### src/rtl/itsb_pkg.sv
package itsb_pkg;
  localparam int SERIES_DEF = 16;
  localparam int DEPTH_DEF = 256;
  localparam int TW = 48;
  localparam int VW = 32;
  localparam int CW = 9;

  typedef enum logic [1:0] {
    K_APPEND = 2'd0,
    K_QUERY  = 2'd1,
    K_EXPIRE = 2'd2,
    K_NONE   = 2'd3
  } kind_t;

  typedef enum logic [1:0] {
    ST_OK    = 2'd0,
    ST_FULL  = 2'd1,
    ST_ORDER = 2'd2,
    ST_SPAN  = 2'd3
  } status_t;

  typedef enum logic [3:0] {
    S_IDLE, S_RD_LAST, S_WT_LAST, S_RD_FIRST, S_WT_FIRST, S_SRCH_RD, S_SRCH_WT,
    S_RD_A, S_WT_A, S_RD_B, S_WT_B, S_DIV, S_FIN, S_OUT
  } state_t;

  typedef enum logic [2:0] {
    A_LAST, A_FIRST, A_MID, A_LO, A_HI
  } addr_sel_t;
endpackage

### src/rtl/itsb_ctrl.sv
module itsb_ctrl (
  input  logic clk,
  input  logic rst,
  input  logic in_valid,
  output logic in_ready,
  output logic out_valid,
  input  logic out_ready,
  input  logic bad_series,
  input  logic [1:0] kind,
  input  logic [8:0] fill,
  input  logic last_le,
  input  logic span_out,
  input  logic eq_first,
  input  logic eq_last,
  input  logic srch_done_q,
  input  logic srch_done_e,
  input  logic srch_exact,
  input  logic div_busy,
  input  logic full,
  output logic ld,
  output itsb_pkg::addr_sel_t asel,
  output logic rd,
  output logic wr_app,
  output logic cap_last,
  output logic cap_first,
  output logic srch_init_q,
  output logic srch_init_e,
  output logic srch_step,
  output logic cap_a,
  output logic cap_b,
  output logic div_start,
  output logic commit_exp,
  output logic fin,
  output logic [1:0] status,
  output logic zero_all
);
  import itsb_pkg::*;
  state_t state, state_next;
  logic [1:0] status_next;
  logic zero_next;
  logic exact_hit, exact_hit_next;

  always_ff @(posedge clk) begin
    if (rst) begin
      state <= S_IDLE;
      status <= ST_OK;
      zero_all <= 1'b0;
      exact_hit <= 1'b0;
    end else begin
      state <= state_next;
      status <= status_next;
      zero_all <= zero_next;
      exact_hit <= exact_hit_next;
    end
  end

  always_comb begin
    state_next = state;
    status_next = status;
    zero_next = zero_all;
    exact_hit_next = exact_hit;
    in_ready = 1'b0; out_valid = 1'b0; ld = 1'b0; asel = A_LAST; rd = 1'b0;
    wr_app = 1'b0; cap_last = 1'b0; cap_first = 1'b0; srch_init_q = 1'b0;
    srch_init_e = 1'b0; srch_step = 1'b0; cap_a = 1'b0; cap_b = 1'b0;
    div_start = 1'b0; commit_exp = 1'b0; fin = 1'b0;
    unique case (state)
      S_IDLE: begin
        in_ready = 1'b1;
        if (in_valid) begin
          ld = 1'b1;
          status_next = ST_OK;
          exact_hit_next = 1'b0;
          zero_next = bad_series;
          state_next = bad_series ? S_OUT : S_RD_LAST;
        end
      end
      S_RD_LAST: begin
        if (kind == K_APPEND && full) begin
          status_next = ST_FULL; state_next = S_OUT;
        end else if (kind == K_NONE) state_next = S_OUT;
        else if (kind == K_EXPIRE) begin
          srch_init_e = 1'b1; state_next = S_SRCH_RD;
        end else if (fill == 9'd0) begin
          if (kind == K_APPEND) wr_app = 1'b1;
          else status_next = ST_SPAN;
          state_next = S_OUT;
        end else begin
          asel = A_LAST; rd = 1'b1; state_next = S_WT_LAST;
        end
      end
      S_WT_LAST: begin
        cap_last = 1'b1;
        state_next = (kind == K_APPEND) ? S_FIN : S_RD_FIRST;
      end
      S_RD_FIRST: begin
        asel = A_FIRST; rd = 1'b1; state_next = S_WT_FIRST;
      end
      S_WT_FIRST: begin
        cap_first = 1'b1; srch_init_q = 1'b1; state_next = S_FIN;
      end
      S_SRCH_RD: begin
        if ((kind == K_EXPIRE) ? srch_done_e : srch_done_q) begin
          if (kind == K_EXPIRE) begin
            commit_exp = 1'b1; state_next = S_OUT;
          end else begin
            asel = A_LO; rd = 1'b1; state_next = S_WT_A;
          end
        end else begin
          asel = A_MID; rd = 1'b1; state_next = S_SRCH_WT;
        end
      end
      S_SRCH_WT: begin
        if (kind == K_QUERY && srch_exact) begin
          asel = A_MID; exact_hit_next = 1'b1; state_next = S_DIV;
        end else begin
          srch_step = 1'b1; state_next = S_SRCH_RD;
        end
      end
      S_WT_A: begin
        cap_a = 1'b1; state_next = S_RD_B;
      end
      S_RD_B: begin
        asel = A_HI; rd = 1'b1; state_next = S_WT_B;
      end
      S_WT_B: begin
        state_next = S_RD_A;
      end
      S_RD_A: begin
        cap_b = 1'b1;
        state_next = S_DIV;
        exact_hit_next = 1'b0;
      end
      S_DIV: begin
        asel = A_MID;
        if (exact_hit) begin
          fin = 1'b1; state_next = S_OUT;
        end else begin
          div_start = 1'b1;
          status_next = ST_OK;
          exact_hit_next = 1'b1;
          zero_next = 1'b0;
          state_next = S_FIN;
        end
      end
      S_FIN: begin
        if (kind == K_APPEND) begin
          if (last_le) status_next = ST_ORDER;
          else wr_app = 1'b1;
          state_next = S_OUT;
        end else if (exact_hit) begin
          if (!div_busy) begin
            asel = A_LO; fin = 1'b1; state_next = S_OUT;
          end
        end else if (span_out) begin
          status_next = ST_SPAN; state_next = S_OUT;
        end else if (eq_first || eq_last) begin
          fin = 1'b1; state_next = S_OUT;
        end else state_next = S_SRCH_RD;
      end
      S_OUT: begin
        out_valid = 1'b1;
        if (out_ready) state_next = S_IDLE;
      end
      default: state_next = S_IDLE;
    endcase
  end
endmodule

### config.mk
export PLATFORM = sky130hd
export DESIGN_NAME = itsb_ctrl
export DESIGN_NICKNAME = d
export VERILOG_FILES = /design/src/rtl/itsb_pkg.sv /design/src/rtl/itsb_ctrl.sv
export SDC_FILE = /design/constraint.sdc
export NUM_CORES = 1
export LEC_CHECK = 0
export ABC_AREA = 0
export BUFFER_PORTS_ARGS = -buffer_cell sky130_fd_sc_hd__buf_2
export CORE_MARGIN = 8
export CORE_UTILIZATION = 50
export CTS_CLUSTER_DIAMETER = 50
export CTS_CLUSTER_SIZE = 40
export DETAILED_ROUTE_END_ITERATION = 8
export PLACE_DENSITY_LB_ADDON = 0.05
export SLEW_MARGIN = 20
export SYNTH_ARGS = -nofsm -noshare
export SYNTH_HDL_FRONTEND = slang
export SYNTH_SLANG_ARGS = --single-unit
export TNS_END_PERCENT = 50
### constraint.sdc
create_clock -name clk -period 5.54 [get_ports clk]
set_input_delay 1.108 -clock clk [delete_from_list [all_inputs] [get_ports clk]]
set_output_delay 1.108 -clock clk [all_outputs]
set_load 0.1 [all_outputs]
==> metrics.md <==
| Metric | Value |
|---|---|
| Status | `finished clean` |
| Grt total ovfl | `0` |
| Post-synthesis register bit count | `8` |
| Final setup fails | `0` |
| Ports | `46` |
| Syn-to-layout area delta | `21.9%` |
| Post-cts sizing count | `0` |
| Flop-to-flop setup slack | `3.34 ns` |
| Root buf cell | `clkbuf_4` |
| Netlist cell types | `50` |
| Post-DP Area | `1200 µm²` |
| WP depth | `5` |
| CTS buffer count | `3` |
| Cell taking the most area after synthesis | `dfxtp_1` |
| Final Cell Area | `1220 µm²` |
| Yosys warns | `0` |
| Post-CTS Hold Fix Bufs | `0` |
| Final min period | `3.95 ns` |
| Number of global-route vias before repair | `approximately 1200` |
| DR pass1 iterations | `4` |
| Core Util, Final | `63.5%` |
| Buffers inserted by post-CTS timing repair | `0` |
| Initial Util | `52.1%` |
| GP Congestion | `between 0.9 and 1` |
| DR vias | `1255` |
| PwrDens | `roughly 640 nW/µm²` |
| Clock Sinks | `8` |
| Syn Area/Cell | `6.76 µm²` |
| Largest net degree at the start of global routing | `27` |
| CP Capture Type | `output port` |
| Multi-input logic area | `763 µm²` |
| Commonest cells post-synth | `nor2_1 (23), a21oi_1 (11), nor3_1 (11), dfxtp_1 (8), nand2_1 (8)` |
| DRC | `0` |
| H-tree Lvls | `1` |
| Setup TNS | `0 ns` |
| Required time of the worst setup path | `4.43 ns` |
| Post-detail-place hpwl | `2480 µm` |
| Global Route Usage Sum | `18.3%` |
| RSZ-0062 raised after global routing | `false` |
| Core Region | `1920 µm²` |
| Critical-path cell list | `nand4bb_1 -> or3_1 -> or2_2 -> o21ai_0 -> buf_2` |
| Register area | `about 160 µm²` |
| Static Leak | `roughly 0.53 nW` |
| Crit-path max cell delay | `between 0.8 and 0.9 ns` |
| Most numerous cell in the Yosys netlist | `nor2_1` |
| Post-synth EDFFs | `0` |
| Clk_lat worst skew | `0.27 ns` |
| Reg-to-Reg End | `status[1]` |
| Critical path type | `flip-flop to output port` |
| Chip width | `60.7 µm` |
| Routed Antenna Nets | `0` |
| Startpoint Class | `flip-flop` |
| Crit path max-delay family | `simple AND/OR/NAND/NOR gates` |
| First-pass GRT wire length | `~5300 µm` |
| Ys async rst share | `0%` |
| N_diodes | `0` |
| Layout cells sized above 1 | `a little under a third` |
| Reg clk slew, reported paths | `0.06 ns` |
| Worst hold stages | `2` |
| FP Rows | `16` |
| Port Buffers | `45` |
| Sequential area share after synthesis | `roughly 16%` |
| Fmax achieved | `253 MHz` |
| Final Hold Fails | `0` |
| CTS tree | `built` |
| Total power | `0.000786 W` |
| CP max-delay cell | `dfxtp_1` |
| Syn Inst Count | `148` |
| Die height | `just over 60 µm` |
| Synth Net Count | `between 150 and 200` |
| Max Cap Viol | `0` |
| RR Startpoint | `state[0]` |
| Sink of the worst hold path | `status[0]` |
| Worst path bufs/invs | `1` |
| Actual slew at the worst max-slew pin | `~0.77 ns` |
| Area of the mapped netlist | `1000 µm²` |
| Drt wl/cell | `between 15 and 20 µm` |
| Crit Path Max Fanout | `26` |
| Layout fillers | `186` |
| Vias per cell | `6.00` |
| Max_slew headroom | `about 49%` |
| Tcrit/Tclk final | `71.4%` |
| Wire length after detailed routing | `3290 µm` |
| Pre-CTS setup slack | `1.70 ns` |
| Clk_skew | `about 0.0094 ns` |
| WP data arrival | `approximately 2.9 ns` |
| Die area | `3690 µm²` |
| Initial antenna violation count | `0` |
| Hold Crit Start | `status[0]` |
| Share of the synthesized area in the top cell type | `16.0%` |
| Max clock buf depth | `2` |
| Initial drt markers | `46` |
| Hold crit path type | `flip-flop to flip-flop` |
| Fin nets | `209` |
| Final setup margin | `1.59 ns` |
| Top cells by area, synth | `dfxtp_1 (16%), nor2_1 (8.6%), a21oi_1 (5.5%), nor3_1 (5.5%), nand2b_1 (3.8%)` |
| Main flop type after synthesis | `dfxtp_1` |
| Max-slew violation count | `0` |
| Peak VDD IR | `0.614 mV` |
| Worst Reg-to-Reg Cells | `5` |
## layer usage
metal	wire, µm	up-vias	global-route usage (%)	share of wire, %
met5	0	-	0	0
met4	23	0	6.98	0.70
met3	260	6	2.97	7.9
met2	1590	60	30.3	48
met1	1410	563	23.0	43
li1	-	626	-	-
## registers in the layout, summed over array words and instances, names as in the netlist
register and count:
zero_all 1, status 2, state 4, exact_hit 1
## final cells by class
type                    count  share of cell area, %
multi-input cells         122                   62.6
repair buffers             45                   18.5
flip-flops and latches      8                   13.1
well taps                  27                   2.77
clock buffers               3                   1.85
inverters                   4                   1.23
## through the flow
| step | cells | hold WS (ns) |
|---|---|---|
| final | 209 | 0.459 |
| after global routing | 209 | 0.489 |
| after CTS | 209 | 0.457 |
| after detailed placement | 206 | 0.449 |
| after global placement | 206 | 0.430 |
| after floorplan | 148 | 0.618 |
## logic make-up after synthesis
kind of cell	synth area share (%)
compound gates	33.1
buf+inv	7.75
flops	16.0
simple gates	42.0
mux	1.12
## power breakdown
group	internal [W]	switching, W	leakage [nW]
combinational	0.000158	0.000432	0.446
sequential	0.0000764	0.0000692	0.0657
clock	0.0000251	0.0000259	0.0138
total	0.000259	0.000527	0.525
## worst min-delay path, stage by stage, from the launching register on
cell	delay [ns]
dfxtp_1	0.31
inv_1	0.05
a21oi_1	0.05
## layout by cell type (no fill, tap or decap), types with 3 or more instances in the layout
cell type,n
a21oi_1,11
a31oi_1,5
nor2b_1,4
nand3_1,4
dfxtp_1,8
nand2b_1,6
nand2_1,8
nor2_1,23
inv_1,4
nor4_1,3
o21ai_0,5
buf_2,45
clkbuf_4,3
nor3_1,11
## worst max-delay path by stage
stage	startpoint	end	slack, ns
after floorplan	fill[2]	wr_app	0.39
after global placement	fill[2]	wr_app	1.72
after detailed placement	fill[2]	wr_app	1.70
after CTS	state[2]	asel[0]	1.60
after global routing	state[2]	asel[0]	1.46
final	state[2]	asel[0]	1.59
(Power assumes the default switching activity.)
